$ cat config.mk
export PLATFORM = sky130hd
export DESIGN_NAME = stereo_four_band_pear_eq_top
export DESIGN_NICKNAME = d
export VERILOG_FILES = /design/src/sv/sfpeq_pkg.sv /design/src/sv/sfpeq_regs.sv /design/src/sv/sfpeq_ctrl.sv /design/src/sv/sfpeq_dp.sv /design/src/sv/stereo_four_band_pear_eq_top.sv
export SDC_FILE = /design/constraint.sdc
export NUM_CORES = 2
export LEC_CHECK = 0
export BUFFER_PORTS_ARGS = -buffer_cell sky130_fd_sc_hd__buf_2
export CORE_MARGIN = 5
export CORE_UTILIZATION = 50
export CTS_BUF_LIST = sky130_fd_sc_hd__clkbuf_16
export DETAILED_ROUTE_END_ITERATION = 6
export PLACE_DENSITY_LB_ADDON = 0.1
export SLEW_MARGIN = 0
export SYNTH_ARGS = -nofsm -noshare
export SYNTH_HDL_FRONTEND = slang
export SYNTH_SLANG_ARGS = --single-unit
$ cat constraint.sdc
create_clock -name clk_i -period 7.8 [get_ports clk_i]
set_clock_uncertainty 0.1 [all_clocks]
set_input_delay 1.56 -clock clk_i [delete_from_list [all_inputs] [get_ports clk_i]]
set_output_delay 1.56 -clock clk_i [all_outputs]
set_load 0.02 [all_outputs]
$ cat src/sv/sfpeq_pkg.sv
`timescale 1ns / 1ps
// ----------------------------------------------------------------------------
// sfpeq_pkg
// Constants, types and helpers shared by the four-band equaliser modules.
// ----------------------------------------------------------------------------
package sfpeq_pkg;

  // Cascade depth and corner state store
  localparam int STAGES            = 1;
  localparam int ENTRIES_PER_STAGE = 6;
  localparam int ENTRIES           = ENTRIES_PER_STAGE * STAGES;
  localparam int AW                = (ENTRIES > 1) ? $clog2(ENTRIES) : 1;
  localparam int SW                = (STAGES > 1) ? $clog2(STAGES) : 1;

  // Data widths
  localparam int SAMPLE_W = 24;
  localparam int STATE_W  = 32;
  localparam int OP_W     = 35;
  localparam int K_W      = 17;
  localparam int PROD_W   = OP_W + K_W;
  localparam int ACC_W    = 54;
  localparam int REG_W    = 16;

  // Register port
  localparam int NUM_REGS    = 7;
  localparam int NUM_BANDS   = 4;
  localparam int NUM_CORNERS = 3;
  localparam int PADDR_W     = 5;
  localparam int PDATA_W     = 32;
  localparam int RIDX_W      = PADDR_W - 2;

  // Register indexes
  localparam logic [RIDX_W-1:0] REG_TREBLE_GAIN    = 3'd0;
  localparam logic [RIDX_W-1:0] REG_UPPER_MID_GAIN = 3'd1;
  localparam logic [RIDX_W-1:0] REG_LOWER_MID_GAIN = 3'd2;
  localparam logic [RIDX_W-1:0] REG_BASS_GAIN      = 3'd3;
  localparam logic [RIDX_W-1:0] REG_HIGH_COEF      = 3'd4;
  localparam logic [RIDX_W-1:0] REG_MID_COEF       = 3'd5;
  localparam logic [RIDX_W-1:0] REG_LOW_COEF       = 3'd6;

  // Reset values
  localparam logic [REG_W-1:0] RST_GAIN      = 16'd16384;
  localparam logic [REG_W-1:0] RST_HIGH_COEF = 16'd17050;
  localparam logic [REG_W-1:0] RST_MID_COEF  = 16'd2653;
  localparam logic [REG_W-1:0] RST_LOW_COEF  = 16'd476;

  // Corner, band and channel codes
  localparam logic [1:0] CORNER_HIGH = 2'd0;
  localparam logic [1:0] CORNER_MID  = 2'd1;
  localparam logic [1:0] CORNER_LOW  = 2'd2;

  localparam logic [1:0] BAND_TREBLE    = 2'd0;
  localparam logic [1:0] BAND_UPPER_MID = 2'd1;
  localparam logic [1:0] BAND_LOWER_MID = 2'd2;
  localparam logic [1:0] BAND_BASS      = 2'd3;

  localparam logic CHAN_LEFT  = 1'b0;
  localparam logic CHAN_RIGHT = 1'b1;

  typedef struct packed {
    logic [NUM_BANDS-1:0][REG_W-1:0]   gain;
    logic [NUM_CORNERS-1:0][REG_W-1:0] coef;
  } cfg_t;

  typedef struct packed {
    logic          in_load;
    logic          rd;
    logic          ld;
    logic          ma;
    logic          mb;
    logic          wb;
    logic          band_load;
    logic [1:0]    band_idx;
    logic          acc_en;
    logic          acc_first;
    logic          fin;
    logic          last_stage;
    logic          chan;
    logic [1:0]    corner;
    logic [AW-1:0] addr;
    logic          out_load;
  } dp_cmd_t;

  // Saturate a wide signed value to 32-bit signed
  function automatic logic signed [STATE_W-1:0] sat32(input logic signed [ACC_W-1:0] x);
    logic all_ones;
    logic all_zeros;
    all_ones  = &x[ACC_W-1:STATE_W-1];
    all_zeros = ~|x[ACC_W-1:STATE_W-1];
    if (all_ones || all_zeros) begin
      return x[STATE_W-1:0];
    end else if (x[ACC_W-1]) begin
      return {1'b1, {(STATE_W-1){1'b0}}};
    end else begin
      return {1'b0, {(STATE_W-1){1'b1}}};
    end
  endfunction

endpackage

$ cat src/sv/sfpeq_regs.sv
`timescale 1ns / 1ps
// ----------------------------------------------------------------------------
// sfpeq_regs
// Register file for band gains and corner coefficients behind the APB port.
// ----------------------------------------------------------------------------
module sfpeq_regs import sfpeq_pkg::*; (
  input  logic               clk_i,
  input  logic               rst_ni,
  input  logic               psel,
  input  logic               penable,
  input  logic               pwrite,
  input  logic [PADDR_W-1:0] paddr,
  input  logic [PDATA_W-1:0] pwdata,
  output logic [PDATA_W-1:0] prdata,
  output logic               pready,
  output cfg_t               cfg_o
);

  logic [NUM_BANDS-1:0][REG_W-1:0]   gain_q;
  logic [NUM_CORNERS-1:0][REG_W-1:0] coef_q;
  logic [RIDX_W-1:0]                 idx;
  logic                              wr_en;
  logic [REG_W-1:0]                  rd_val;

  assign idx    = paddr[PADDR_W-1:2];
  assign wr_en  = psel && penable && pwrite && pready;
  assign pready = 1'b1;

  always_ff @(posedge clk_i or negedge rst_ni) begin
    if (!rst_ni) begin
      gain_q                <= {NUM_BANDS{RST_GAIN}};
      coef_q[CORNER_HIGH]   <= RST_HIGH_COEF;
      coef_q[CORNER_MID]    <= RST_MID_COEF;
      coef_q[CORNER_LOW]    <= RST_LOW_COEF;
    end else if (wr_en) begin
      unique case (idx)
        REG_TREBLE_GAIN:    gain_q[BAND_TREBLE]    <= pwdata[REG_W-1:0];
        REG_UPPER_MID_GAIN: gain_q[BAND_UPPER_MID] <= pwdata[REG_W-1:0];
        REG_LOWER_MID_GAIN: gain_q[BAND_LOWER_MID] <= pwdata[REG_W-1:0];
        REG_BASS_GAIN:      gain_q[BAND_BASS]      <= pwdata[REG_W-1:0];
        REG_HIGH_COEF:      coef_q[CORNER_HIGH]    <= pwdata[REG_W-1:0];
        REG_MID_COEF:       coef_q[CORNER_MID]     <= pwdata[REG_W-1:0];
        REG_LOW_COEF:       coef_q[CORNER_LOW]     <= pwdata[REG_W-1:0];
        default: ;
      endcase
    end
  end

  always_comb begin
    unique case (idx)
      REG_TREBLE_GAIN:    rd_val = gain_q[BAND_TREBLE];
      REG_UPPER_MID_GAIN: rd_val = gain_q[BAND_UPPER_MID];
      REG_LOWER_MID_GAIN: rd_val = gain_q[BAND_LOWER_MID];
      REG_BASS_GAIN:      rd_val = gain_q[BAND_BASS];
      REG_HIGH_COEF:      rd_val = coef_q[CORNER_HIGH];
      REG_MID_COEF:       rd_val = coef_q[CORNER_MID];
      REG_LOW_COEF:       rd_val = coef_q[CORNER_LOW];
      default:            rd_val = '0;
    endcase
  end

  assign prdata     = {{(PDATA_W-REG_W){1'b0}}, rd_val};
  assign cfg_o.gain = gain_q;
  assign cfg_o.coef = coef_q;

endmodule

$ cat src/sv/sfpeq_ctrl.sv
`timescale 1ns / 1ps
// ----------------------------------------------------------------------------
// sfpeq_ctrl
// Sequencer: walks channels, stages, corners and bands, drives the datapath.
// ----------------------------------------------------------------------------
module sfpeq_ctrl import sfpeq_pkg::*; (
  input  logic    clk_i,
  input  logic    rst_ni,
  input  logic    in_valid_i,
  output logic    in_ready_o,
  output logic    out_valid_o,
  input  logic    out_ready_i,
  output dp_cmd_t cmd_o
);

  typedef enum logic [8:0] {
    ST_IDLE = 9'b000000001,
    ST_RD   = 9'b000000010,
    ST_LD   = 9'b000000100,
    ST_MA   = 9'b000001000,
    ST_MB   = 9'b000010000,
    ST_WB   = 9'b000100000,
    ST_BAND = 9'b001000000,
    ST_FIN  = 9'b010000000,
    ST_DONE = 9'b100000000
  } ctrl_state_e;

  // Products are registered behind the operand registers, so accumulate with a lag
  localparam logic [2:0] ACC_LAG   = 3'd2;
  localparam logic [2:0] BAND_LAST = 3'(NUM_BANDS + 1);
  localparam logic [2:0] BAND_END  = 3'(NUM_BANDS);

  ctrl_state_e   state_q, state_d;
  logic [SW-1:0] stage_q, stage_d;
  logic [1:0]    corner_q, corner_d;
  logic          ch_q, ch_d;
  logic [2:0]    band_q, band_d;
  logic          out_valid_q, out_valid_d;
  logic          last_stage;

  assign last_stage = (stage_q == SW'(STAGES - 1));

  always_comb begin
    state_d     = state_q;
    stage_d     = stage_q;
    corner_d    = corner_q;
    ch_d        = ch_q;
    band_d      = band_q;

    cmd_o            = '0;
    cmd_o.addr       = AW'(stage_q) * AW'(ENTRIES_PER_STAGE) + AW'({corner_q, ch_q});
    cmd_o.corner     = corner_q;
    cmd_o.chan       = ch_q;
    cmd_o.last_stage = last_stage;
    cmd_o.band_idx   = band_q[1:0];

    unique case (state_q)
      ST_IDLE: begin
        if (in_valid_i) begin
          cmd_o.in_load = 1'b1;
          stage_d       = '0;
          corner_d      = CORNER_HIGH;
          ch_d          = CHAN_LEFT;
          state_d       = ST_RD;
        end
      end
      ST_RD: begin
        cmd_o.rd = 1'b1;
        state_d  = ST_LD;
      end
      ST_LD: begin
        cmd_o.ld = 1'b1;
        state_d  = ST_MA;
      end
      ST_MA: begin
        cmd_o.ma = 1'b1;
        state_d  = ST_MB;
      end
      ST_MB: begin
        cmd_o.mb = 1'b1;
        state_d  = ST_WB;
      end
      ST_WB: begin
        cmd_o.wb = 1'b1;
        if (corner_q == CORNER_LOW) begin
          band_d  = '0;
          state_d = ST_BAND;
        end else begin
          corner_d = corner_q + 2'd1;
          state_d  = ST_RD;
        end
      end
      ST_BAND: begin
        cmd_o.band_load = (band_q < BAND_END);
        cmd_o.acc_en    = (band_q >= ACC_LAG);
        cmd_o.acc_first = (band_q == ACC_LAG);
        if (band_q == BAND_LAST) begin
          state_d = ST_FIN;
        end else begin
          band_d = band_q + 3'd1;
        end
      end
      ST_FIN: begin
        cmd_o.fin = 1'b1;
        corner_d  = CORNER_HIGH;
        if (!last_stage) begin
          stage_d = stage_q + SW'(1);
          state_d = ST_RD;
        end else if (ch_q == CHAN_LEFT) begin
          ch_d    = CHAN_RIGHT;
          stage_d = '0;
          state_d = ST_RD;
        end else begin
          state_d = ST_DONE;
        end
      end
      ST_DONE: begin
        if (!out_valid_q || out_ready_i) begin
          cmd_o.out_load = 1'b1;
          state_d        = ST_IDLE;
        end
      end
      default: state_d = ST_IDLE;
    endcase
  end

  always_comb begin
    if (cmd_o.out_load) begin
      out_valid_d = 1'b1;
    end else if (out_ready_i) begin
      out_valid_d = 1'b0;
    end else begin
      out_valid_d = out_valid_q;
    end
  end

  always_ff @(posedge clk_i or negedge rst_ni) begin
    if (!rst_ni) begin
      state_q     <= ST_IDLE;
      stage_q     <= '0;
      corner_q    <= CORNER_HIGH;
      ch_q        <= CHAN_LEFT;
      band_q      <= '0;
      out_valid_q <= 1'b0;
    end else begin
      state_q     <= state_d;
      stage_q     <= stage_d;
      corner_q    <= corner_d;
      ch_q        <= ch_d;
      band_q      <= band_d;
      out_valid_q <= out_valid_d;
    end
  end

  assign in_ready_o  = (state_q == ST_IDLE);
  assign out_valid_o = out_valid_q;

endmodule

$ cat src/sv/sfpeq_dp.sv
`timescale 1ns / 1ps
// ----------------------------------------------------------------------------
// sfpeq_dp
// Datapath: corner state memory, shared multiplier, accumulator, result regs.
// ----------------------------------------------------------------------------
module sfpeq_dp import sfpeq_pkg::*; (
  input  logic                       clk_i,
  input  logic                       rst_ni,
  input  dp_cmd_t                    cmd_i,
  input  cfg_t                       cfg_i,
  input  logic signed [SAMPLE_W-1:0] left_sample_i,
  input  logic signed [SAMPLE_W-1:0] right_sample_i,
  output logic signed [SAMPLE_W-1:0] left_out_o,
  output logic signed [SAMPLE_W-1:0] right_out_o,
  output logic                       clipped_o
);

  localparam int SLEW_SHIFT = 17;
  localparam int VAL_SHIFT  = 16;
  localparam int GAIN_SHIFT = 14;
  localparam logic signed [ACC_W-1:0] SLEW_RND  = ACC_W'(65536);
  localparam logic signed [ACC_W-1:0] VAL_RND   = ACC_W'(32768);
  localparam logic signed [ACC_W-1:0] STAGE_RND = ACC_W'(8192);

  // Clamp to the output range; top bit flags a clip
  function automatic logic [SAMPLE_W:0] clamp24(input logic signed [STATE_W-1:0] x);
    logic fits;
    fits = (&x[STATE_W-1:SAMPLE_W-1]) || (~|x[STATE_W-1:SAMPLE_W-1]);
    if (fits) begin
      return {1'b0, x[SAMPLE_W-1:0]};
    end else if (x[STATE_W-1]) begin
      return {1'b1, 1'b1, {(SAMPLE_W-1){1'b0}}};
    end else begin
      return {1'b1, 1'b0, {(SAMPLE_W-1){1'b1}}};
    end
  endfunction

  logic signed [SAMPLE_W-1:0] right_q;
  logic signed [STATE_W-1:0]  x_q, res_l_q, res_r_q, slew_q;
  logic signed [STATE_W-1:0]  cout_q [NUM_CORNERS];
  logic signed [STATE_W:0]    vw_q;
  logic signed [OP_W-1:0]     op_q;
  logic signed [K_W-1:0]      k_q;
  logic signed [PROD_W-1:0]   prod_q;
  logic signed [ACC_W-1:0]    acc_q;

  logic [2*STATE_W-1:0] mem_q [ENTRIES];
  logic [2*STATE_W-1:0] rd_q;
  logic [ENTRIES-1:0]   vld_q;
  logic                 rvld_q;

  logic signed [STATE_W-1:0] s, v, w, val, slew, y;
  logic signed [STATE_W:0]   band;
  logic signed [ACC_W-1:0]   slew_full, val_full, stage_full;
  logic [SAMPLE_W:0]         cl_l, cl_r;

  // Corner input: stage input for the high corner, previous corner otherwise
  always_comb begin
    case (cmd_i.corner)
      CORNER_HIGH: s = x_q;
      CORNER_MID:  s = cout_q[CORNER_HIGH];
      CORNER_LOW:  s = cout_q[CORNER_MID];
      default:     s = x_q;
    endcase
  end

  // Unwritten entries read as zero
  assign v = rvld_q ? signed'(rd_q[STATE_W-1:0])         : '0;
  assign w = rvld_q ? signed'(rd_q[2*STATE_W-1:STATE_W]) : '0;

  always_comb begin
    case (cmd_i.band_idx)
      BAND_TREBLE:    band = (STATE_W+1)'(x_q) - (STATE_W+1)'(cout_q[CORNER_HIGH]);
      BAND_UPPER_MID: band = (STATE_W+1)'(cout_q[CORNER_HIGH])
                             - (STATE_W+1)'(cout_q[CORNER_MID]);
      BAND_LOWER_MID: band = (STATE_W+1)'(cout_q[CORNER_MID])
                             - (STATE_W+1)'(cout_q[CORNER_LOW]);
      default:        band = (STATE_W+1)'(cout_q[CORNER_LOW]);
    endcase
  end

  assign slew_full  = (ACC_W'(prod_q) + SLEW_RND) >>> SLEW_SHIFT;
  assign val_full   = ((ACC_W'(vw_q) <<< VAL_SHIFT) + ACC_W'(prod_q) + VAL_RND) >>> VAL_SHIFT;
  assign stage_full = (acc_q + STAGE_RND) >>> GAIN_SHIFT;
  assign slew       = sat32(slew_full);
  assign val        = sat32(val_full);
  assign y          = sat32(stage_full);
  assign cl_l       = clamp24(res_l_q);
  assign cl_r       = clamp24(res_r_q);

  // Corner state memory, value in the low half and slew in the high half
  always_ff @(posedge clk_i) begin
    if (cmd_i.wb) begin
      mem_q[cmd_i.addr] <= {slew_q, val};
    end
    if (cmd_i.rd) begin
      rd_q <= mem_q[cmd_i.addr];
    end
  end

  always_ff @(posedge clk_i or negedge rst_ni) begin
    if (!rst_ni) begin
      vld_q  <= '0;
      rvld_q <= 1'b0;
    end else begin
      if (cmd_i.wb) begin
        vld_q[cmd_i.addr] <= 1'b1;
      end
      if (cmd_i.rd) begin
        rvld_q <= vld_q[cmd_i.addr];
      end
    end
  end

  // Shared multiplier, registered every cycle
  always_ff @(posedge clk_i) begin
    prod_q <= PROD_W'(op_q) * PROD_W'(k_q);
  end

  always_ff @(posedge clk_i) begin
    if (cmd_i.in_load) begin
      x_q     <= STATE_W'(left_sample_i);
      right_q <= right_sample_i;
    end
    if (cmd_i.ld) begin
      vw_q <= (STATE_W+1)'(v) + (STATE_W+1)'(w);
      op_q <= OP_W'(s) - OP_W'(v) + OP_W'(w);
      k_q  <= signed'({1'b0, cfg_i.coef[cmd_i.corner]});
    end
    if (cmd_i.ma) begin
      op_q <= OP_W'(s) - OP_W'(vw_q);
    end
    if (cmd_i.mb) begin
      slew_q <= slew;
    end
    if (cmd_i.wb) begin
      cout_q[cmd_i.corner] <= val;
    end
    if (cmd_i.band_load) begin
      op_q <= OP_W'(band);
      k_q  <= signed'({1'b0, cfg_i.gain[cmd_i.band_idx]});
    end
    if (cmd_i.acc_en) begin
      acc_q <= cmd_i.acc_first ? ACC_W'(prod_q) : acc_q + ACC_W'(prod_q);
    end
    if (cmd_i.fin) begin
      if (!cmd_i.last_stage) begin
        x_q <= y;
      end else if (cmd_i.chan == CHAN_LEFT) begin
        res_l_q <= y;
        x_q     <= STATE_W'(right_q);
      end else begin
        res_r_q <= y;
      end
    end
    if (cmd_i.out_load) begin
      left_out_o  <= cl_l[SAMPLE_W-1:0];
      right_out_o <= cl_r[SAMPLE_W-1:0];
      clipped_o   <= cl_l[SAMPLE_W] | cl_r[SAMPLE_W];
    end
  end

endmodule

$ cat src/sv/stereo_four_band_pear_eq_top.sv
`timescale 1ns / 1ps
// ----------------------------------------------------------------------------
// stereo_four_band_pear_eq_top
// Stereo four-band equaliser built from cascaded slew-compensated one-pole
// corners, with APB-style configuration of band gains and corner coefficients.
// ----------------------------------------------------------------------------
//
//  Channel  | Signals                                      | Transaction
//  ---------+----------------------------------------------+----------------------
//  input    | in_valid_i/in_ready_o, left/right_sample_i   | one stereo sample pair
//  output   | out_valid_o/out_ready_i, left/right_out_o,   | one equalised pair
//           | clipped_o                                    |
//  config   | psel, penable, pwrite, paddr, pwdata, prdata | one register write/read
//
//  Sequencing: each corner steps through read, load, two products and write back
//  around the shared multiplier and the corner state memory port; the four band
//  products then stream through the same multiplier.
//  Reset: asynchronous, active low; clears the sequencer, the output valid and
//  the state-memory valid bits and returns the configuration registers to their
//  reset values, so every corner starts from zero with no clearing pass.
//  Stalls: a finished result waits in the output register while the next
//  transaction is accepted; the sequencer only holds when a new result is
//  ready and the previous one has still not been taken.
//
module stereo_four_band_pear_eq_top import sfpeq_pkg::*; (
  input  logic                       clk_i,
  input  logic                       rst_ni,
  // sample input
  input  logic                       in_valid_i,
  output logic                       in_ready_o,
  input  logic signed [SAMPLE_W-1:0] left_sample_i,
  input  logic signed [SAMPLE_W-1:0] right_sample_i,
  // result output
  output logic                       out_valid_o,
  input  logic                       out_ready_i,
  output logic signed [SAMPLE_W-1:0] left_out_o,
  output logic signed [SAMPLE_W-1:0] right_out_o,
  output logic                       clipped_o,
  // register port
  input  logic                       psel,
  input  logic                       penable,
  input  logic                       pwrite,
  input  logic [PADDR_W-1:0]         paddr,
  input  logic [PDATA_W-1:0]         pwdata,
  output logic [PDATA_W-1:0]         prdata,
  output logic                       pready
);

  cfg_t    cfg;
  dp_cmd_t cmd;

  // Gains/coefs, to be written only while no transaction is in flight; unenforced
  sfpeq_regs u_regs (
    .clk_i   (clk_i),
    .rst_ni  (rst_ni),
    .psel    (psel),
    .penable (penable),
    .pwrite  (pwrite),
    .paddr   (paddr),
    .pwdata  (pwdata),
    .prdata  (prdata),
    .pready  (pready),
    .cfg_o   (cfg)
  );

  // Sequencer: accept one pair, walk left then right through every stage
  sfpeq_ctrl u_ctrl (
    .clk_i       (clk_i),
    .rst_ni      (rst_ni),
    .in_valid_i  (in_valid_i),
    .in_ready_o  (in_ready_o),
    .out_valid_o (out_valid_o),
    .out_ready_i (out_ready_i),
    .cmd_o       (cmd)
  );

  // Arithmetic, corner state and the output register
  sfpeq_dp u_dp (
    .clk_i          (clk_i),
    .rst_ni         (rst_ni),
    .cmd_i          (cmd),
    .cfg_i          (cfg),
    .left_sample_i  (left_sample_i),
    .right_sample_i (right_sample_i),
    .left_out_o     (left_out_o),
    .right_out_o    (right_out_o),
    .clipped_o      (clipped_o)
  );

endmodule

**Yosys cells after proc, flatten, opt, wreduce, memory -nomap -nowiden**

Memories as Yosys holds them, arrays and structs flattened. A register that Yosys moved wholly into a read port is not among the register bits.
Cells that the tools add are included.

- Register bits: 527
- Bits in writable memories: 480
- Input bits: 92
- Output and inout port bits: 84
- Logic and storage cells: 200
- Memories kept: 2

- $add $sub $neg: 16
- Multipliers: 2
- $lt $le $gt $ge: 6
- Equality and inequality tests: 28
- Mux-type cells: 67
- Bitwise gates (word level): 4
- Reductions and logical operators: 47

Memories:

| name | depth | width | read ports | clocked after memory_dff | wr ports | RTL line | text |
|---|---|---|---|---|---|---|---|
| u_dp.mem_q | 6 | 64 | 1 | 1 | 1 | sfpeq_dp.sv:47 | `logic [2*STATE_W-1:0] mem_q [ENTRIES];` |
| u_dp.cout_q | 3 | 32 | 3 | 0 | 1 | sfpeq_dp.sv:40 | `logic signed [STATE_W-1:0] cout_q [NUM_CORNERS];` |

Operators with widths:

| kind | count |
|---|---|
| $mux 32 | 12 |
| $sub 32x32->33 | 4 |
| $pmux 16 s7 | 1 |
| $mux 35 | 3 |
| $pmux 33 s3 | 1 |
| $pmux 9 s9 | 1 |
| $bmux 16 s2 | 2 |
| $mux 16 | 4 |
| $pmux 32 s2 | 1 |
| $add 54x15->54 const B | 1 |
| $add 54x17->54 const B | 1 |
| $add 54x52->54 | 1 |
| $mux 54 | 1 |
| $add 49x52->53 | 1 |
| $add 52x18->53 const B | 1 |
| $mul 35x17->52 | 1 |
| $mux 25 | 2 |
| $mux 24 | 2 |
| $mux 9 | 5 |
| $add 33x32->34 | 1 |
| $sub 32x33->34 | 1 |
| $add 32x32->33 | 1 |
| $reduce_and 9->1 | 3 |
| $reduce_or 9->1 | 3 |
| other kinds (51) | 116 |

**Depth between registers and ports, before layout**

- Word-level depth: 7
- Gate-level depth with buffers: 27
- Depth with buffers taken out: 26

**Hierarchy**

From an unflattened synthesis, not the netlist that was laid out.

- Cells, all modules: 7496
- Area total of the unflattened synthesis: 79720.2 µm²

Modules (own cells, without submodules):

| module | instances | cells an instance | area an instance (µm²) | seq. area each (µm²) |
|---|---|---|---|---|
| sfpeq_dp | 1 | 6997 | 73357.9 | 27381.3 |
| sfpeq_regs | 1 | 386 | 5311.3 | 2831.5 |
| sfpeq_ctrl | 1 | 113 | 1051.0 | 401.6 |

**Worst setup path after synthesis**

Ideal clock, no wire load.

- Kind: flip-flop to flip-flop
- From: reg u_dp.k_q[8]
- To: reg u_dp.prod_q[48]
- Setup time: 0.136 ns
- Arrival: 6.621 ns
- Data required time: 7.564 ns
- Path slack: 0.943 ns
- Stages on the path, launching flop included: 28
- Path buffers: 2
- Period minus slack after synthesis: 6.857 ns
- Cell sequence: edfxtp_1 > clkbuf_1 > clkbuf_1 > nand2_1 > fa_1 > inv_1 > fa_1 > inv_1 > fa_1 > inv_1 > fa_1 > fa_1 > inv_1 > fa_1 > inv_1 > ha_1 > a21oi_1 > nand2_1 > nor3_1 > a211oi_1 > a21oi_1 > o31ai_1 > o41a_1 > a41o_1 > or2_2 > a21oi_1 > o41ai_1 > xor2_1

- Word-level cells in the longest chain between the ends: 1

RTL lines:

| element | RTL line | text |
|---|---|---|
| start: declaration | sfpeq_dp.sv:43 | `logic signed [K_W-1:0] k_q;` |
| start signal: assignment | sfpeq_dp.sv:128 | `k_q <= signed'({1'b0, cfg_i.coef[cmd_i.corner]});` |
| start signal: assignment | sfpeq_dp.sv:141 | `k_q <= signed'({1'b0, cfg_i.gain[cmd_i.band_idx]});` |
| $mul 35x17->52 | sfpeq_dp.sv:117 | `prod_q <= PROD_W'(op_q) * PROD_W'(k_q);` |
| end signal: assignment | sfpeq_dp.sv:117 |  |
| end: declaration | sfpeq_dp.sv:44 | `logic signed [PROD_W-1:0] prod_q;` |

Every way passes these cells.
A chain may end at the register's enable or synchronous reset.

**Final worst setup path**

- From: reg u_dp.op_q[9]
- To: reg u_dp.prod_q[49]

- Word-level cells in the longest chain between the ends: 1

RTL lines:

| element | RTL line | text |
|---|---|---|
| start: declaration | sfpeq_dp.sv:42 | `logic signed [OP_W-1:0] op_q;` |
| start signal: assignment | sfpeq_dp.sv:127 | `op_q <= OP_W'(s) - OP_W'(v) + OP_W'(w);` |
| start signal: assignment | sfpeq_dp.sv:131 | `op_q <= OP_W'(s) - OP_W'(vw_q);` |
| start signal: assignment | sfpeq_dp.sv:140 | `op_q <= OP_W'(band);` |
| $mul 35x17->52 | sfpeq_dp.sv:117 |  |

Every way passes these cells.

==> results.md <==
- The synthesized area is 0.07912 sq mm.
- The clock tree from TritonCTS is yes.
- The critical path is of the reg -> reg type.
- Once detailed placement completed, the half-perimeter wirelength came to 182100 um.
- The count of warnings emitted by yosys is 0.
- The number of pins with negative max-slew slack in the final report is 0.
- The synthesis-to-layout area growth is 10.40%.
- The horizontal die dimension is 407.8 um.
- The DRC violation total after the first TritonRoute iteration is roughly 4500.
- The sequential element share of the synthesized area is 38.69%.
- The number of standard-cell rows in the floorplan is 146.
- The library cells used most frequently in the layout, excluding fill and tap cells, are sky130_fd_sc_hd__inv_1 (921), sky130_fd_sc_hd__edfxtp_1 (850), sky130_fd_sc_hd__nand2_1 (813), sky130_fd_sc_hd__fa_1 (560), sky130_fd_sc_hd__ha_1 (446).
- Timing would allow up to between 0.1 and 0.15 GHz.
- After synthesis, the share of flip-flops with an asynchronous set or reset is about an eighth.
- The tool flagged a number of max-cap violations equal to 0.
- The startpoint type of the worst setup path is a flop.
- Once the floorplan was initialized, standard cells occupied about half of the core.
- The remaining global-route overflow is 0.
- The core box area is 0.1578 sq mm.
- Global routing used 28.24% of the available tracks.
- The number of ports placed on the die boundary is 176.
- The synthesized area per cell is 10.63 sq um.
- On the worst path, the slowest cell contributes a delay of 560 ps.
- The number of antenna violations at the first check in global routing came to 16.
- In the synthesized netlist the dominant register cell turns out to be sky130_fd_sc_hd__edfxtp_1.
- The count of antenna-violating nets left after detailed routing is 0.
- Setup repair after global routing left no endpoint under its margin.
- The length of routed met2 wiring is 111400 um.
- The peak fanout along the critical path is 12.
- The via count of the first global-routing pass is 57277.
- Routability-driven placement finished with a final weighted congestion of 0.9491.
- The count of unresolved DRC violations after routing is 0.
- Data on the critical path arrives at its endpoint at around 8000 ps.
- The vias after detailed routing is 56922.
- The highest routed metal layer is met5.
- The root buffer cell chosen for the clock tree is sky130_fd_sc_hd__clkbuf_16.
- The total met3 wirelength after detailed routing is 14150 um.
- The overall die area is approximately 0.17 sq mm.
- The maximum number of pins on one net before global-route repair is 84.
- The number of distinct library cell variants in the gate-level netlist after synthesis is roughly 110.
- The clock passes through at most 3 buffers.
- In this run the number of H-tree levels came out at 3.
- The fraction of final layout cells sized beyond drive strength 1 is 12.09%.
- The number of hold violations in the final report came to 0.
- Counting flops and latches in the post-synthesis netlist gives 1069.
- The total of endpoints with negative setup slack in the final report is 0.
- In the final routing, the length of wire on met1 measures between 100000 and 150000 um.
- After clock tree synthesis, the clock-pin slew on the worst setup and hold paths is 60 ps.
- The first-pass detailed-route iteration total is 6.
- The net count of the finished layout is just under 9000.
- The chip height is between 400 and 500 um.
- The synthesized design contains 850 enable-type register cells.
- For this block, the routed nets add up to 238100 um of wire.
- The class of the tightest hold or removal check is reg -> reg.
- The first global-routing pass estimated between 300000 and 400000 um of wire.
- The cell with the largest stage delay on the worst path is sky130_fd_sc_hd__fa_1.
- Dividing the detail-routed wire length by the instance count gives between 20 and 25 um.
- The part of the cycle the worst path needs is 95.12%.
- TritonCTS created 117 clock buffers.
- The count of hold buffers inserted by post-cts repair is 0.
- Synthesis produced a netlist whose cell count is around 7400.
- The count of port buffers added during placement is between 100 and 150.
- The critical path endpoint category is a flop.
- The leading cell type in the layout, fill and taps excluded is sky130_fd_sc_hd__inv_1.
- The worst relative slew slack is 21.36%.
- Counting every sink on the clock net gives 1069.
- The flow ran to the end, and the final reports show no timing, DRC or antenna violations.
- The mean number of vias per cell is 5.798.
- The final critical delay including setup and external delays is 7419 ps.
- At the pin with the least slew margin, the transition time is 1174 ps.
- The fraction of synthesized cell area taken by the top area cell type is roughly a third.
- The most numerous cell type found on the critical path is sky130_fd_sc_hd__fa_1.
- Adding up every negative setup slack in the final design gives 0 ps.
- The post-synthesis cell type with the largest combined area is sky130_fd_sc_hd__edfxtp_1.
- After synthesis, the cell types taking the most area are sky130_fd_sc_hd__edfxtp_1 (32%), sky130_fd_sc_hd__fa_1 (14%), sky130_fd_sc_hd__ha_1 (7.1%).
- The clock insertion delay at the later pin of the skew report is about 800 ps.
- For the worst setup path, the data required time is ~8400 ps.
==> through the flow <==
| stage | setup WS [ps] | util [%] | std cells | hold slack, ps | instance area [sq um] |
|---|---|---|---|---|---|
| 3_5_place_dp | 40.54 | 52.77 | 9586 | 328.6 | 83290 |
| 4_1_cts | 153.6 | 55.29 | 9807 | 344.5 | 87270 |
| 6_report | 380.8 | 55.34 | 9818 | 342.1 | 87350 |
| 3_3_place_gp | -6.109 | 52.77 | 9586 | 323.9 | 83290 |
| 2_1_floorplan | 942.9 | - | 7460 | 317.8 | 79170 |
| 5_1_grt | 22.33 | 55.34 | 9814 | 371.2 | 87340 |
==> cells by family (layout without fill, tap and decap cells) <==
logic type / Yosys count / count (layout) / share of synthesized area, %
multiplexers: 349 / 349 / 5.968
XOR/XNOR: 388 / 388 / 4.305
adder cells (fa/ha/maj): 1007 / 1007 / 21.24
buffers and inverters: 1232 / 1514 / 6.006
AO/OA/AOI/OAI: 1492 / 1492 / 12.24
other: 2 / 21 / 0.009492
AND/OR/NAND/NOR: 1906 / 1906 / 11.54
flip-flops: 1069 / 1069 / 38.69
==> per-layer routing <==
metal  global-route usage (%)  vias up
met4                    11.88        4
met1                    37.79    28716
met2                    46.38     1686
li1                         -    26120
met5                        0        -
met3                    4.065      396
==> repair_timing <==
| item | 4_1_cts | 5_1_grt |
|---|---|---|
| resized for setup | 1 | 4 |
| setup buffers | 0 | 7 |
| setup endpoints to repair | 1 | 8 |
| pin swaps | 0 | 0 |
==> final cells by class <==
cell class | instances | area, sq um
Antenna cell | 4 | 10.01
Sequential cell | 1069 | 30620
Multi-Input combinational cell | 5159 | 44020
Clock inverter | 101 | 972.2
Fill cell | 13802 | 70480
Clock buffer | 120 | 3003
Tap cell | 2072 | 2592
Timing Repair Buffer | 388 | 2731
Inverter | 905 | 3400
==> cell usage after synthesis, types with 32 or more instances <==
| cell type | count |
|---|---|
| sky130_fd_sc_hd__and3_1 | 44 |
| sky130_fd_sc_hd__o211ai_1 | 87 |
| sky130_fd_sc_hd__inv_1 | 901 |
| sky130_fd_sc_hd__a21oi_1 | 421 |
| sky130_fd_sc_hd__nand3_1 | 88 |
| sky130_fd_sc_hd__dfxtp_1 | 84 |
| sky130_fd_sc_hd__mux2i_1 | 141 |
| sky130_fd_sc_hd__edfxtp_1 | 850 |
| sky130_fd_sc_hd__o21bai_1 | 62 |
| sky130_fd_sc_hd__nor2_1 | 323 |
| sky130_fd_sc_hd__nand2b_1 | 54 |
| sky130_fd_sc_hd__a31oi_1 | 40 |
| sky130_fd_sc_hd__nand4_1 | 50 |
| sky130_fd_sc_hd__ha_1 | 447 |
| sky130_fd_sc_hd__o21ai_0 | 354 |
| sky130_fd_sc_hd__xor2_1 | 146 |
| sky130_fd_sc_hd__fa_1 | 560 |
| sky130_fd_sc_hd__nor3_1 | 67 |
| sky130_fd_sc_hd__o211ai_2 | 32 |
| sky130_fd_sc_hd__mux4_2 | 86 |
| sky130_fd_sc_hd__nor2b_1 | 51 |
| sky130_fd_sc_hd__a21o_1 | 171 |
| sky130_fd_sc_hd__and2_1 | 265 |
| sky130_fd_sc_hd__mux2_2 | 122 |
| sky130_fd_sc_hd__a22oi_1 | 42 |
| sky130_fd_sc_hd__o21a_1 | 32 |
| sky130_fd_sc_hd__clkbuf_1 | 258 |
| sky130_fd_sc_hd__xnor2_1 | 241 |
| sky130_fd_sc_hd__dfrtp_1 | 111 |
| sky130_fd_sc_hd__nand2_1 | 813 |
==> worst max-delay path, delay by kind of cell, from the launching register on <==
kind	cells	cell delay, ps
AOI/OAI and AO/OA	10	1850
adders and majority gates	7	3210
buffers and inverters	9	1140
xor gates and xnor gates	1	150
DFF	1	500
and+or+nand+nor	2	420
==> final timing paths <==
check                                            from  depth (start not counted)                      endpoint  slack, ps
min in group asynchronous                      rst_ni                          1  u_regs.cfg_o[79]$_DFFE_PN0P_        710
setup / recovery               u_dp.op_q[9]$_DFFE_PP_                         29       u_dp.prod_q[49]$_DFF_P_        380
max in group asynchronous                      rst_ni                          2       u_dp.rvld_q$_DFFE_PN0P_       5530
setup reg to reg               u_dp.op_q[9]$_DFFE_PP_                         29       u_dp.prod_q[49]$_DFF_P_        380
hold / removal             u_dp.right_q[21]$_DFFE_PP_                          2          u_dp.x_q[21]$_DFF_P_        340
hold reg to reg            u_dp.right_q[21]$_DFFE_PP_                          2          u_dp.x_q[21]$_DFF_P_        340
==> sequential cells by signal, indices dropped and copies added, names as in the netlist, 32 cells and up <==
name,count
u_dp.vw_q,33
u_dp.mem_q,384
u_dp.cout_q,96
u_dp.x_q,32
u_regs.cfg_o,112
u_dp.prod_q,52
u_dp.rd_q,64
u_dp.slew_q,32
u_dp.res_r_q,32
u_dp.res_l_q,32
u_dp.op_q,34
u_dp.acc_q,54
Power is not shown: default switching activity piles up to over one toggle a cycle in this logic, so the estimate is an artifact.
